===== src/hw/rtl/rmrs_pkg.sv =====
// ----------------------------------------------------------------------------
// Range multiply / range sum tree package
// Shared widths, codes, the command record and modular helpers.
// ----------------------------------------------------------------------------
package rmrs_pkg;

  localparam int unsigned VAL_W      = 30;
  localparam int unsigned RS_W       = 10;
  localparam int unsigned RE_W       = 11;
  localparam int unsigned MUL_STEPS  = 30;
  localparam int unsigned QDEPTH     = 2;
  localparam int unsigned DEF_LEAVES = 1024;

  localparam logic [VAL_W-1:0] PRIME = 30'd1000000007;

  localparam logic CMD_SCALE = 1'b0;
  localparam logic CMD_QUERY = 1'b1;

  typedef struct packed {
    logic             query;
    logic             empty;
    logic [RE_W-1:0]  a;
    logic [RE_W-1:0]  b;
    logic [VAL_W-1:0] factor;
  } cmd_t;

  typedef struct packed {
    logic init_done;
  } eng_status_t;

  typedef enum logic [3:0] {
    S_INIT,
    S_IDLE,
    S_VISIT,
    S_LEAF_RD,
    S_LEAF_MS,
    S_LEAF_MF,
    S_RET,
    S_CMB_RD,
    S_CMB_RD2,
    S_CMB_WAIT,
    S_CMB_ADD,
    S_CMB_MUL,
    S_OUT
  } eng_state_e;

  // Both operands are below the modulus, so one subtraction suffices.
  function automatic logic [VAL_W-1:0] addmod(input logic [VAL_W-1:0] x,
                                              input logic [VAL_W-1:0] y);
    logic [VAL_W:0] s;
    s = {1'b0, x} + {1'b0, y};
    if (s >= {1'b0, PRIME}) begin
      s = s - {1'b0, PRIME};
    end
    return s[VAL_W-1:0];
  endfunction

endpackage


===== src/hw/rtl/rmrs_queue.sv =====
// ----------------------------------------------------------------------------
// Command queue
// Short register FIFO between the front end and the tree engine.
// ----------------------------------------------------------------------------
module rmrs_queue (
  input  logic           clk_i,
  input  logic           rst_ni,
  input  logic           push_i,
  input  rmrs_pkg::cmd_t data_i,
  input  logic           pop_i,
  output logic           full_o,
  output logic           valid_o,
  output rmrs_pkg::cmd_t data_o
);

  localparam int unsigned PTR_W = $clog2(rmrs_pkg::QDEPTH);

  rmrs_pkg::cmd_t     slot_q [rmrs_pkg::QDEPTH];
  logic [PTR_W-1:0]   wr_q, rd_q;
  logic [PTR_W:0]     cnt_q;

  always_ff @(posedge clk_i or negedge rst_ni) begin
    if (!rst_ni) begin
      wr_q  <= '0;
      rd_q  <= '0;
      cnt_q <= '0;
    end else begin
      if (push_i) begin
        wr_q <= wr_q + PTR_W'(1);
      end
      if (pop_i) begin
        rd_q <= rd_q + PTR_W'(1);
      end
      cnt_q <= cnt_q + (PTR_W+1)'(push_i) - (PTR_W+1)'(pop_i);
    end
  end

  always_ff @(posedge clk_i) begin
    if (push_i) begin
      slot_q[wr_q] <= data_i;
    end
  end

  assign full_o  = (cnt_q == (PTR_W+1)'(rmrs_pkg::QDEPTH));
  assign valid_o = (cnt_q != '0);
  assign data_o  = slot_q[rd_q];

endmodule


===== config.mk =====
export PLATFORM = sky130hd
export DESIGN_NAME = rmrs_queue
export DESIGN_NICKNAME = d
export VERILOG_FILES = /design/src/hw/rtl/rmrs_pkg.sv /design/src/hw/rtl/rmrs_queue.sv
export SDC_FILE = /design/constraint.sdc
export NUM_CORES = 1
export LEC_CHECK = 0
export ABC_AREA = 1
export BUFFER_PORTS_ARGS = -buffer_cell sky130_fd_sc_hd__buf_2
export CORE_UTILIZATION = 47
export CTS_BUF_LIST = sky130_fd_sc_hd__clkbuf_8 sky130_fd_sc_hd__clkbuf_16
export DETAILED_ROUTE_END_ITERATION = 8
export PLACE_DENSITY = 0.79
export SLEW_MARGIN = 20
export SYNTH_ARGS = -nofsm -noshare
export SYNTH_HDL_FRONTEND = slang
export SYNTH_SLANG_ARGS = --single-unit

===== constraint.sdc =====
create_clock -name clk_i -period 3.2 [get_ports clk_i]
set_clock_uncertainty 0.15 [all_clocks]
set_input_delay 0.32 -clock clk_i [delete_from_list [all_inputs] [get_ports clk_i]]
set_output_delay 0.32 -clock clk_i [all_outputs]
set_load 0.05 [all_outputs]

==> results of run 1 <==
per-layer routing:
metal	vias to the layer above	track usage [%]	wire [um]
li1	1362	-	-
met1	1251	19.5	3130
met2	73	30.8	4140
met3	12	3.47	317
met4	0	7.23	140
met5	-	0	0
metrics by stage:
step,worst slack (ns),instance area (um^2),hold WS (ns),utilization (%),std cells
4_1_cts,0.679,5580,0.000290,64.0,587
6_report,0.682,5590,0.0130,64.1,588
2_1_floorplan,0.806,4230,-0.126,-,307
3_3_place_gp,1.10,4900,-0.0174,56.1,519
3_5_place_dp,1.09,4900,-0.0165,56.1,519
5_1_grt,0.497,5590,0.00145,64.1,588
layout make-up:
class / instances / area [um^2]
clock buffers: 9 / 124
fillers: 664 / 3130
well taps: 108 / 135
inverters: 61 / 229
flip-flops and latches: 112 / 3350
repair buffers: 169 / 1130
multi-input cells: 122 / 584
clock inverters: 7 / 40.0
synth_stat cells, types with 2 or more instances:
library cell / count
buf_6: 3
ha_1: 2
o21ai_0: 43
inv_1: 61
o21ai_1: 5
xor2_1: 2
nand2_1: 61
nor2_1: 2
dfrtp_1: 4
edfxtp_1: 108
buf_2: 8
o21ai_2: 6
state kept, by name, summed over array words and instances, names as in the netlist:
register,cells
rd_q,1
cnt_q,2
wr_q,1
slot_q,108
final timing paths:
kind | endpoint | cells after the start | slack [ns]
worst min register to register | wr_q | 1 | 0.40
worst max register to register | slot_q[1][8] | 3 | 1.32
max in group asynchronous | rd_q | 2 | 2.61
worst max-delay path | data_o[25] | 2 | 0.68
worst min-delay path | slot_q[0][11] | 1 | 0.01
min in group asynchronous | cnt_q[0] | 2 | 0.15
placed cells by master (no fill, tap or decap), drive strengths merged:
cell type,synthesis,layout
buf,12,116
edfxtp,108,108
inv,61,62
nand2,61,61
o21ai,54,54
dlygate4sd3,0,53
clkbuf,0,9
dfrtp,4,4
clkinv,0,4
xor2,2,2
ha,2,2
clkinvlp,0,2
nor2,2,2
nand3,1,1
logic make-up after synthesis:
| group | share of synthesized area (%) |
|---|---|
| AO/OA/AOI/OAI | 6.92 |
| XOR/XNOR | 0.414 |
| adder cells (fa/ha/maj) | 0.591 |
| buffers and inverters | 7.34 |
| AND/OR/NAND/NOR | 5.71 |
| flip-flops | 79.0 |
report_power, final:
| part | switching [W] | total (W) | internal [W] |
|---|---|---|---|
| Sequential | 0.000250 | 0.00220 | 0.00195 |
| Clock | 0.000443 | 0.000719 | 0.000276 |
| Combinational | 0.00180 | 0.00230 | 0.000504 |
timing repair:
action | 4_1_cts | 5_1_grt
hold buffers | 52 | 1
setup endpoints to repair | 0 | 0
endpoints found under the hold margin | 103 | 1
setup buffers | 0 | 0
gates resized for setup | 0 | 0
==> results_dict.tcl, run 1 <==
set metrics [dict create \
    status "complete, no violations" \
    hold_violations 0 \
    synth_top_cell_by_area "edfxtp_1" \
    grt_antenna_before_repair 0 \
    arrival_ns 2.05 \
    cts_root_buf "clkbuf_8" \
    worstSkewPairLatency_ns 0.34 \
    irDropWorstVdd_uv 509 \
    p_total_w 0.00522 \
    rows 34 \
    io_buffers 113 \
    clk_path_buf_depth 2 \
    grt.total_usage_pct 17.0 \
    crit_path_start_kind "register" \
    cts_max_level 3 \
    critPathCaptureType "output port" \
    num_io_pins 114 \
    cp_slowest_stage_delay_ns 1.06 \
    cp_data_required_time_ns 2.73 \
    rsz0062_at_grt "no" \
    ys.warnings.count 0 \
    crit_buf_inv 1 \
    min_from "data_i[11]" \
    grt_pass1_wl_um 12300 \
    globalplace.congestion 0.695 \
    slew_violations 0 \
    async_flop_share_pct 3.57 \
    critPathLaunch "rd_q" \
    hp-class "in2reg" \
    route.vias.total 2698 \
    critPathKind "reg2out" \
    die_area_mm2 0.00938 \
    synth-seq-cells 112 \
    cts.sinks 112 \
    synth_cell_types 14 \
    cp_top_family "flip-flops" \
    hpwl_um 4590 \
    fin_crit_ns 2.52 \
    critical-path-slowest-cell "dfrtp_4" \
    syn_nets 367 \
    cp_max_fo 109 \
    ys_seq_area_share_pct 79.0 \
    grt_max_degree 110 \
    drt_iter0_drc 125 \
    synth_cells 307 \
    synth_top_area_share_pct 76.7 \
    synth_area_mm2 0.00423 \
    cts_tree "done" \
    powerDensity_mw_per_mm2 934 \
    synth_area_leaders "edfxtp_1 77%, inv_1 5.4%, nand2_1 5.4%" \
    layout-drive-gt1-share_pct 28.7 \
    synth_flop_cell "edfxtp_1" \
    syn_area_per_cell_um2 13.8 \
    first_global_vias 2701 \
    slew_headroom_pct 35.1 \
    p_leak_nw 2.41 \
    post-route-period-util_pct 78.7 \
    fp.dieW_um 96.9 \
    ant_nets 0 \
    grt-ovfl-total 0 \
    nets 535 \
    r2r-start "wr_q" \
    drv_cap 0 \
    fmax_mhz 397 \
    setup_viol 0 \
    syn2layout_area_growth_pct 32.2 \
    numCtsBuffers 9 \
    antennaDiodeCount 0 \
    initial_core_util_pct 48.5 \
    synth_enable_flop_cells 108 \
    clk_pin_slew_ns 0.10 \
    route.detailed.drc 0 \
    drt_wl_total_um 7720 \
    dr.pass1.iters 4 \
    coreArea_mm2 0.00872 \
    finalSetupTns_ns 0 \
    die_h_um 96.9 \
    crit_chain "o21ai_0 > buf_2" \
    worstMarginPinSlew_ns 0.974 \
    post_drt_wl_per_cell_um 13.1 \
    viasPerCell 4.59 \
]
Note: power is estimated with default switching activity, not from simulation.
==> inputs of run 2 (changes only) <==
==> constraint.sdc (replaced) <==
create_clock -name clk_i -period 2.25 [get_ports clk_i]
set_clock_uncertainty 0.15 [all_clocks]
set_input_delay 0.225 -clock clk_i [delete_from_list [all_inputs] [get_ports clk_i]]
set_output_delay 0.225 -clock clk_i [all_outputs]
set_load 0.05 [all_outputs]
==> results_dict.tcl, run 2 (synthesis results as in run 1) <==
set metrics [dict create \
    layout_setup_ws_ns 0.129 \
    io_buffers 113 \
    clk_pin_slew_ns 0.10 \
    cts.sinks 112 \
    preCtsSetupSlack_ns 0.547 \
    cts_max_level 3 \
    final_common_cell "buf_2" \
    grt_pass1_wl_um 12300 \
    place_area_mm2 0.00492 \
    fp.dieW_um 96.9 \
    powerDensity_mw_per_mm2 1320 \
    hold_violations 0 \
    cp_data_required_time_ns 1.88 \
    crit_path_start_kind "register" \
    rows 34 \
    cts_resized 0 \
    viasPerCell 4.57 \
    first_global_vias 2794 \
    antennaDiodeCount 0 \
    dr.pass1.iters 4 \
    dr_wl_met3_um 312 \
    worstSkewPairLatency_ns 0.35 \
    num_io_pins 114 \
    critical-path-slowest-cell "dfrtp_4" \
    p_leak_nw 2.43 \
    hp-class "in2async" \
    syn2layout_area_growth_pct 33.5 \
    setup_viol 0 \
    final_cell_mix "113 x buf_2, 108 x edfxtp_1, 61 x inv_1, 61 x nand2_1, 57 x dlygate4sd3_1" \
    r2r_cells 3 \
    multi_input_area_um2 584 \
    critPathCaptureType "output port" \
    slew_headroom_pct 70.8 \
    nets 540 \
    dpl.cell_count 520 \
    ant_nets 0 \
    post_drt_wl_per_cell_um 12.9 \
    worstMarginPinSlew_ns 0.437 \
    finalSetupTns_ns 0 \
    irDropWorstVdd_uv 857 \
    drt_iter0_drc 82 \
    die_area_mm2 0.00938 \
    drv_cap 0 \
    fmax_mhz 472 \
    reg_top3 "slot_q: 108 flops, cnt_q: 2 flops" \
    cts_tree "done" \
    clk_path_buf_depth 2 \
    status "complete, no violations" \
    arrival_ns 1.75 \
    grt-ovfl-total 0 \
    route.detailed.drc 0 \
    rsz0062_at_grt "no" \
    die_h_um 96.9 \
    coreArea_mm2 0.00872 \
    cts_root_buf "clkbuf_8" \
    slew_violations 0 \
    drt-met1-wl_um 3160 \
    worst_hold_slack_ns 0.0570 \
    route.met2.wl_um 4060 \
    largest_reg_flops 108 \
    fin_cells 592 \
    initial_core_util_pct 48.5 \
    grt.total_usage_pct 16.8 \
    top_layer_used "met4" \
    fillers 631 \
    crit_chain "buf_12 > o21ai_0 > buf_2" \
    numCtsBuffers 9 \
    post-route-period-util_pct 94.2 \
    grt_antenna_before_repair 0 \
    hpwl_um 4370 \
    cp_slowest_stage_delay_ns 0.50 \
    grt_max_degree 110 \
    critPathKind "reg2out" \
    layout-drive-gt1-share_pct 28.9 \
    largest_register "slot_q" \
    globalplace.congestion 0.698 \
    fin_crit_ns 2.12 \
    drt_wl_total_um 7630 \
    cp_max_fo 109 \
    final_area_mm2 0.00565 \
    seq_area_mm2 0.00335 \
    route.vias.total 2708 \
]
[run 2: cell count changes in the layout (fill, tap and decap cells not counted)]
| cell | change |
|---|---|
| buf_12 | +1 |
| clkinv_1 | -2 |
| clkinv_2 | +1 |
| clkinv_4 | -1 |
| dlygate4sd3_1 | +4 |
| inv_6 | +1 |
[run 2: area by class of cell]
class | count | share of cell area, %
Clock buffer | 9 | 2.19
Clock inverter | 6 | 0.665
Inverter | 61 | 4.05
Multi-Input combinational cell | 122 | 10.3
Sequential cell | 112 | 59.3
Tap cell | 108 | 2.39
Timing Repair Buffer | 174 | 21.1
[run 2: critical path: cells and delay by family (launching register included)]
| kind | cells | cell delay, ns |
|---|---|---|
| DFF | 1 | 0.50 |
| AOI/OAI and AO/OA | 1 | 0.29 |
| buffers and inverters | 2 | 0.52 |
[run 2: final timing paths]
kind                                       to  slack [ns]    from
max in group asynchronous                rd_q        1.75  rst_ni
worst min register to register           wr_q        0.40    wr_q
min in group clk_i                       wr_q        0.40    wr_q
worst min-delay path                 cnt_q[1]        0.06  rst_ni
worst max-delay path                data_o[9]        0.13    rd_q
worst max register to register  slot_q[1][35]        0.81    wr_q
[run 2: through the flow]
stage | power (W) | utilization [%]
after floorplan | 0.00569 | -
after global placement | 0.00638 | 56.4
after CTS | 0.00753 | 64.8
final | 0.00748 | 64.8
after global routing | 0.00784 | 64.8
after detailed placement | 0.00644 | 56.4
[run 2: repair_timing]
item,CTS,global route
setup buffers,0,0
setup endpoints to repair,0,0
hold buffers,57,0
endpoints found under the hold margin,115,0
[run 2: routing by layer]
metal  up-vias  track usage [%]
li1       1368                -
met1      1262             18.8
met2        69             31.4
met3         9             3.32
met4         0             6.31
met5         -                0
[run 2: power breakdown]
part	internal [W]	leakage (nW)	switching (W)
Clock	0.000393	0.0827	0.000631
Sequential	0.00277	1.06	0.000113
Combinational	0.000751	1.29	0.00282
Total	0.00392	2.43	0.00357
