$ cat config.mk
export PLATFORM = sky130hd
export DESIGN_NAME = rmrs_front
export DESIGN_NICKNAME = d
export VERILOG_FILES = /design/src/hw/rtl/rmrs_pkg.sv /design/src/hw/rtl/rmrs_front.sv
export SDC_FILE = /design/constraint.sdc
export NUM_CORES = 1
export LEC_CHECK = 0
export BUFFER_PORTS_ARGS = -buffer_cell sky130_fd_sc_hd__buf_2
export CORE_MARGIN = 3
export CORE_UTILIZATION = 35
export DETAILED_ROUTE_END_ITERATION = 8
export PLACE_DENSITY_LB_ADDON = 0.25
export SLEW_MARGIN = 20
export SYNTH_ARGS = -nofsm -noshare
export SYNTH_HDL_FRONTEND = slang
export SYNTH_SLANG_ARGS = --single-unit
$ cat constraint.sdc
create_clock -name vclk -period 2.4
set_input_delay 0.48 -clock vclk [all_inputs]
set_output_delay 0.48 -clock vclk [all_outputs]
set_load 0.005 [all_outputs]
$ cat src/hw/rtl/rmrs_pkg.sv
// ----------------------------------------------------------------------------
// Range multiply / range sum tree package
// Shared widths, codes, the command record and modular helpers.
// ----------------------------------------------------------------------------
package rmrs_pkg;

  localparam int unsigned VAL_W      = 30;
  localparam int unsigned RS_W       = 10;
  localparam int unsigned RE_W       = 11;
  localparam int unsigned MUL_STEPS  = 30;
  localparam int unsigned QDEPTH     = 2;
  localparam int unsigned DEF_LEAVES = 1024;

  localparam logic [VAL_W-1:0] PRIME = 30'd1000000007;

  localparam logic CMD_SCALE = 1'b0;
  localparam logic CMD_QUERY = 1'b1;

  typedef struct packed {
    logic             query;
    logic             empty;
    logic [RE_W-1:0]  a;
    logic [RE_W-1:0]  b;
    logic [VAL_W-1:0] factor;
  } cmd_t;

  typedef struct packed {
    logic init_done;
  } eng_status_t;

  typedef enum logic [3:0] {
    S_INIT,
    S_IDLE,
    S_VISIT,
    S_LEAF_RD,
    S_LEAF_MS,
    S_LEAF_MF,
    S_RET,
    S_CMB_RD,
    S_CMB_RD2,
    S_CMB_WAIT,
    S_CMB_ADD,
    S_CMB_MUL,
    S_OUT
  } eng_state_e;

  // Both operands are below the modulus, so one subtraction suffices.
  function automatic logic [VAL_W-1:0] addmod(input logic [VAL_W-1:0] x,
                                              input logic [VAL_W-1:0] y);
    logic [VAL_W:0] s;
    s = {1'b0, x} + {1'b0, y};
    if (s >= {1'b0, PRIME}) begin
      s = s - {1'b0, PRIME};
    end
    return s[VAL_W-1:0];
  endfunction

endpackage

$ cat src/hw/rtl/rmrs_front.sv
// ----------------------------------------------------------------------------
// Command front end
// Accepts commands, clamps the range, reduces the factor, drops empty scales.
// ----------------------------------------------------------------------------
module rmrs_front #(
  parameter int unsigned LEAVES = rmrs_pkg::DEF_LEAVES
) (
  input  logic                       s_axis_tvalid_i,
  output logic                       s_axis_tready_o,
  input  logic [55:0]                s_axis_tdata_i,
  input  logic                       s_axis_tuser_i,
  input  rmrs_pkg::eng_status_t      status_i,
  input  logic                       q_full_i,
  output logic                       q_push_o,
  output rmrs_pkg::cmd_t             q_data_o
);

  localparam int unsigned PW = $clog2(LEAVES) + 1;
  localparam int unsigned CW = (PW > rmrs_pkg::RE_W) ? PW : rmrs_pkg::RE_W;

  logic [CW-1:0]              start_x, end_x, lim;
  logic [CW-1:0]              a_c, b_c;
  logic [rmrs_pkg::VAL_W-1:0] f_raw;

  always_comb begin
    lim     = CW'(LEAVES);
    start_x = CW'(s_axis_tdata_i[rmrs_pkg::RS_W-1:0]);
    end_x   = CW'(s_axis_tdata_i[rmrs_pkg::RS_W+rmrs_pkg::RE_W-1:rmrs_pkg::RS_W]);
    f_raw   = s_axis_tdata_i[rmrs_pkg::RS_W+rmrs_pkg::RE_W+rmrs_pkg::VAL_W-1:
                             rmrs_pkg::RS_W+rmrs_pkg::RE_W];
    a_c     = (start_x > lim) ? lim : start_x;
    b_c     = (end_x > lim) ? lim : end_x;

    q_data_o.query  = (s_axis_tuser_i == rmrs_pkg::CMD_QUERY);
    q_data_o.empty  = (a_c >= b_c);
    q_data_o.a      = a_c[rmrs_pkg::RE_W-1:0];
    q_data_o.b      = b_c[rmrs_pkg::RE_W-1:0];
    // A raw factor is below twice the modulus.
    q_data_o.factor = (f_raw >= rmrs_pkg::PRIME) ? f_raw - rmrs_pkg::PRIME : f_raw;
  end

  assign s_axis_tready_o = status_i.init_done && !q_full_i;
  // A scale over an empty range has no effect and is not queued.
  assign q_push_o = s_axis_tvalid_i && s_axis_tready_o &&
                    (q_data_o.query || !q_data_o.empty);

endmodule

==> results of run 1 <==
==> cell usage after synthesis, types with 3 or more instances <==
cell,count
sky130_fd_sc_hd__buf_4,13
sky130_fd_sc_hd__ha_1,11
sky130_fd_sc_hd__a21o_1,3
sky130_fd_sc_hd__a31oi_1,4
sky130_fd_sc_hd__nor2b_1,3
sky130_fd_sc_hd__nand3_1,7
sky130_fd_sc_hd__o21ai_0,3
sky130_fd_sc_hd__xor2_1,11
sky130_fd_sc_hd__o21a_1,3
sky130_fd_sc_hd__a21boi_1,3
sky130_fd_sc_hd__xnor2_1,12
sky130_fd_sc_hd__nand2b_1,10
sky130_fd_sc_hd__nor2_1,14
sky130_fd_sc_hd__nor4_1,3
sky130_fd_sc_hd__inv_1,11
sky130_fd_sc_hd__a21oi_1,10
sky130_fd_sc_hd__nor3_1,4
sky130_fd_sc_hd__nand2_1,17
==> per-stage QoR <==
| step | instances | utilization (%) | hold WS, ns | setup WS (ns) |
|---|---|---|---|---|
| global placement | 362 | 64.9 | 1.15 | -0.346 |
| detailed placement | 362 | 64.9 | 1.14 | -0.348 |
| global route | 378 | 82.3 | 1.16 | -0.369 |
| CTS | 376 | 76.3 | 1.14 | -0.265 |
| finish | 378 | 82.3 | 1.14 | -0.257 |
| floorplan | 176 | - | 0.998 | 0.00656 |
==> layout make-up <==
| class | instances | area share [%] |
|---|---|---|
| Inverter | 11 | 1.59 |
| Tap cell | 44 | 2.12 |
| Timing Repair Buffer | 173 | 43.1 |
| Multi-Input combinational cell | 150 | 53.2 |
==> timing repair <==
action                     4_1_cts  5_1_grt
gates resized for setup         57       36
setup endpoints to repair       31       32
pin swaps                       20       33
setup buffers                   12        3
gates cloned                     2        0
==> kinds of logic after synthesis <==
kind of cell | after synthesis | share of synthesized area [%]
XOR/XNOR | 23 | 16.9
AO/OA/AOI/OAI | 41 | 24.3
adder cells (fa/ha/maj) | 11 | 11.6
other | 1 | 0.315
buffers and inverters | 27 | 12.7
AND/OR/NAND/NOR | 73 | 34.2
==> final timing paths <==
kind                            from      endpoint
setup / recovery  s_axis_tdata_i[26]  q_data_o[16]
hold / removal        s_axis_tuser_i  q_data_o[53]
==> layer usage <==
layer,vias to the layer above,GRT usage [%],share of wire [%]
li1,933,-,-
met1,880,29.0,39
met2,86,46.3,53
met3,10,2.99,6.3
met4,0,8.18,2.2
met5,-,0,0
==> report_power, final <==
group	internal, mW	switching [mW]
registers	0	0
logic	0.221	0.194
clock network	0	0
==> reports/qor.yml, run 1 <==
setup_path:
  cp_cell_sequence: "buf_8 > buf_6 > or4_4 > nor3_4 > a21oi_1 > nor3_2 > o21ai_1 > xnor2_1 > buf_2"
  critical_path_required_ns: 1.92
  worst_path_max_delay_cell: "sky130_fd_sc_hd__or4_4"
  critical-path-top-delay-family: "simple AND/OR/NAND/NOR gates"
  worst_setup_path_start_kind: "primary input"
  critical_path.max_stage_delay_ns: 0.54
  arrival_ns: 2.18
  critical_path.max_fanout: 3
  worstSetupPathDepth: 9
  critical_path_buf_inv_count: 3
  critPathCaptureType: "primary output"
  criticalPathCategory: "in -> out"
global_routing:
  overall_overflow_remaining_after_global_route: 0
  grt_start_max_net_pins: 8
  number_of_global_route_vias_before_repair: 1991
  first_pass_grt_wire_length_mm: 8.69
  gr-usage-all-layers_pct: 24.9
  grt_antenna_before_repair: 0
logic_synthesis:
  synth.area.top_cells: "sky130_fd_sc_hd__ha_1 (12%), sky130_fd_sc_hd__xnor2_1 (8.8%), sky130_fd_sc_hd__buf_4 (8.2%), sky130_fd_sc_hd__xor2_1 (8.1%), sky130_fd_sc_hd__nand2_1 (5.4%)"
  mappedNetlistArea_um2: 1190
  synth_top_cell_by_area: "sky130_fd_sc_hd__ha_1"
  syn-instance-count: 176
  synth_cell_types: 46
  ys_seq_area_share_pct: 0
  mappedNetlistNets: 247
  syn-mean-instance-area_um2: 6.76
  yosysWarnings: 0
  yosysTopAreaCellShare_pct: 11.6
place:
  gpl.final_weighted_congestion: 0.811
  buffer_ports.inserted: 110
  detailed_place_hpwl_mm: 3.58
  dpl-instance-area_um2: 2050
final_layout:
  most_common_library_cell_in_the_layout_ignoring_fill_and_taps: "sky130_fd_sc_hd__buf_2"
  num_antenna_cells: 0
  final_cell_area_um2: 2600
  multiInputGateArea_um2: 1380
  clock_buffer_count_in_the_final_layout: 0
  fin_nets: 407
  layout_common_cells: "sky130_fd_sc_hd__buf_2 (102), sky130_fd_sc_hd__buf_4 (53), sky130_fd_sc_hd__buf_6 (16)"
  drive_above_1_share_pct: 69.2
  num-fill-cells: 222
  seq_area_um2: 0
  synthToLayoutAreaGrowth_pct: 118
  design.seq.count: 0
timing:
  setup_violations: 29
  report.final.hold_viol_count: 0
  layout_worst_path_cycle_share_pct: 111
  timing.fmax_mhz: 376
  period_minus_slack_ns: 2.66
  grt_setup_unrepaired: "true"
  timing.final.ws_setup_ns: -0.257
  final.setup.tns_ns: -4.35
  final-max-slew-violation-count: 0
floorplanning:
  die_extent_in_y_um: 64.3
  dieWidth_um: 64.3
  count_of_standard_cell_rows: 20
  area_enclosed_by_the_die_boundary_um2: 4140
  core_area_um2: 3150
  floorplan.initialDensity_pct: 37.7
  pin_count: 116
route:
  drt-initial-drc-count: 63
  drt-vias-per-instance: 5.05
  post-route-drc-count: 0
  avgRoutedWirePerCell_um: 14.6
  drt-pass1-iter-count: 4
  route.vias.total: 1909
  wl_mm: 5.53
  ant_nets: 0
power_and_ir_drop:
  cellLeakagePower_nw: 1.40
  worst_voltage_drop_across_the_vdd_grid_mv: 0.0945
  p_total_uw: 414
  power-per-cell-area_nw_per_um2: 160
min_path:
  tightest_hold_check_type: "in -> out"
  number_of_cells_on_the_worst_hold_path: 2
job:
  max-cap-violations: 0
outcome:
  run_status: "finished with violations"
  violations: "setup timing"
clocking:
  hold_buffers: 0
Power figures use the tool's default switching activity.
==> run 2: changes to the inputs <==
clock period = 2.35 ns   (was 2.4 ns; I/O delays follow)
==> reports/qor.yml, run 2 (same netlist as run 1, synthesis figures left out) <==
outcome:
  run_status: "finished with violations"  # unchanged
  violations: "setup timing"  # unchanged
floorplanning:
  core_area_um2: 3150  # unchanged
  pin_count: 116  # unchanged
  floorplan.initialDensity_pct: 37.7  # unchanged
  die_extent_in_y_um: 64.3  # unchanged
  dieWidth_um: 64.3  # unchanged
  count_of_standard_cell_rows: 20  # unchanged
  area_enclosed_by_the_die_boundary_um2: 4140  # unchanged
power_and_ir_drop:
  worst_voltage_drop_across_the_vdd_grid_mv: 0.110  # was 0.0945 mV
  cellLeakagePower_nw: 1.40  # about the same
  p_total_uw: 450  # was 414 uW
  power-per-cell-area_nw_per_um2: 164  # was 160 nW/um^2
min_path:
  min_from: "s_axis_tuser_i"  # unchanged
  tightest_hold_check_type: "in -> out"  # unchanged
route:
  avgRoutedWirePerCell_um: 15.7  # was 14.6 um
  wl_mm: 5.94  # was 5.53 mm
  route.vias.total: 2003  # was 1909
  drt-vias-per-instance: 5.28  # was 5.05
  drt-initial-drc-count: 80  # was 63
  ant_nets: 0  # unchanged
  drt-pass1-iter-count: 4  # unchanged
  post-route-drc-count: 0  # unchanged
place:
  post-place-ws_ns: -0.375  # was -0.348 ns
  buffer_ports.inserted: 110  # unchanged
  detailed_place_hpwl_mm: 3.58  # about the same
  dpl.cell_count: 362  # unchanged
  gpl.final_weighted_congestion: 0.845  # was 0.811
  dpl-instance-area_um2: 2060  # was 2050 um^2
setup_path:
  critical_path.max_fanout: 3  # unchanged
  worst_setup_path_start_kind: "primary input"  # unchanged
  criticalPathCategory: "in -> out"  # unchanged
  critPathLaunch: "s_axis_tdata_i[26]"  # unchanged
  critPathCaptureType: "primary output"  # unchanged
  arrival_ns: 2.22  # was 2.18 ns
  critical_path_required_ns: 1.88  # was 1.92 ns
final_layout:
  final_standard_cell_utilization_of_the_core_pct: 86.8  # was 82.3%
  seq_area_um2: 0  # unchanged
  num-fill-cells: 174  # was 222
  clock_buffer_count_in_the_final_layout: 0  # unchanged
  drive_above_1_share_pct: 72.8  # was 69.2%
  most_common_library_cell_in_the_layout_ignoring_fill_and_taps: "sky130_fd_sc_hd__buf_2"  # unchanged
  design.seq.count: 0  # unchanged
  layout_common_cells: "sky130_fd_sc_hd__buf_2 (100), sky130_fd_sc_hd__buf_4 (51), sky130_fd_sc_hd__buf_6 (18)"  # was sky130_fd_sc_hd__buf_2 (102), sky130_fd_sc_hd__buf_4 (53), sky130_fd_sc_hd__buf_6 (16)
  fin_nets: 408  # was 407
  synthToLayoutAreaGrowth_pct: 130  # was 118%
  final_cell_area_um2: 2740  # was 2600 um^2
  num_antenna_cells: 0  # unchanged
  fin_cells: 379  # was 378
timing:
  fin_worst_hold_slack_ns: 1.13  # was 1.14 ns
  grt_setup_unrepaired: "true"  # unchanged
  final-max-slew-violation-count: 0  # unchanged
  period_minus_slack_ns: 2.69
  final.setup.tns_ns: -6.10  # was -4.35 ns
  report.final.hold_viol_count: 0  # unchanged
  timing.final.ws_setup_ns: -0.335  # was -0.257 ns
  worst_slew_margin_rel_pct: 51.7
  max_slew.worst_pin.slew_ns: 0.716
  timing.fmax_mhz: 372
  setup_violations: 30  # was 29
  layout_worst_path_cycle_share_pct: 114
job:
  max-cap-violations: 0  # unchanged
global_routing:
  grt_antenna_before_repair: 0  # unchanged
  grt_start_max_net_pins: 8  # unchanged
  number_of_global_route_vias_before_repair: 1976  # was 1991
  gr-usage-all-layers_pct: 25.1  # was 24.9%
  first_pass_grt_wire_length_mm: 8.71  # was 8.69 mm
  overall_overflow_remaining_after_global_route: 0  # unchanged
## run 2: final timing paths
path            to  slack [ns]  depth (start not counted)
max   q_data_o[16]       -0.34                          9
min   q_data_o[53]        1.13                          2
## run 2: area by class of cell
type	count	area, um^2	share of cell area [%]
inverters	11	41.3	1.51
well taps	44	55.1	2.01
multi-input cells	150	1480	53.9
repair buffers	174	1170	42.6
## run 2: what timing repair did
action | CTS | global route
endpoints found under the setup margin | 31 | 32
cloned | 2 | 0
buffers inserted | 17 | 6
pin swaps | 27 | 34
resized for setup | 73 | 43
hold buffers | 0 | 0
## run 2: per-layer routing
metal / GRT usage [%] / wire [um] / up-vias
li1: - / - / 940
met1: 28.6 / 2210 / 944
met5: 0 / 0 / -
met2: 49.7 / 3240 / 102
met3: 1.93 / 379 / 17
met4: 5.28 / 116 / 0
## run 2: where the power goes
part / internal, mW / switching [mW]
combinational: 0.240 / 0.210
clock: 0 / 0
sequential: 0 / 0
total: 0.240 / 0.210
## run 2: worst max-delay path, stage by stage
cell,delay (ns)
sky130_fd_sc_hd__buf_8,0.10
sky130_fd_sc_hd__buf_6,0.10
sky130_fd_sc_hd__or4_4,0.55
sky130_fd_sc_hd__nor3_4,0.19
sky130_fd_sc_hd__a21oi_1,0.16
sky130_fd_sc_hd__nor3_2,0.20
sky130_fd_sc_hd__o21ai_1,0.12
sky130_fd_sc_hd__xnor2_1,0.18
sky130_fd_sc_hd__buf_2,0.14
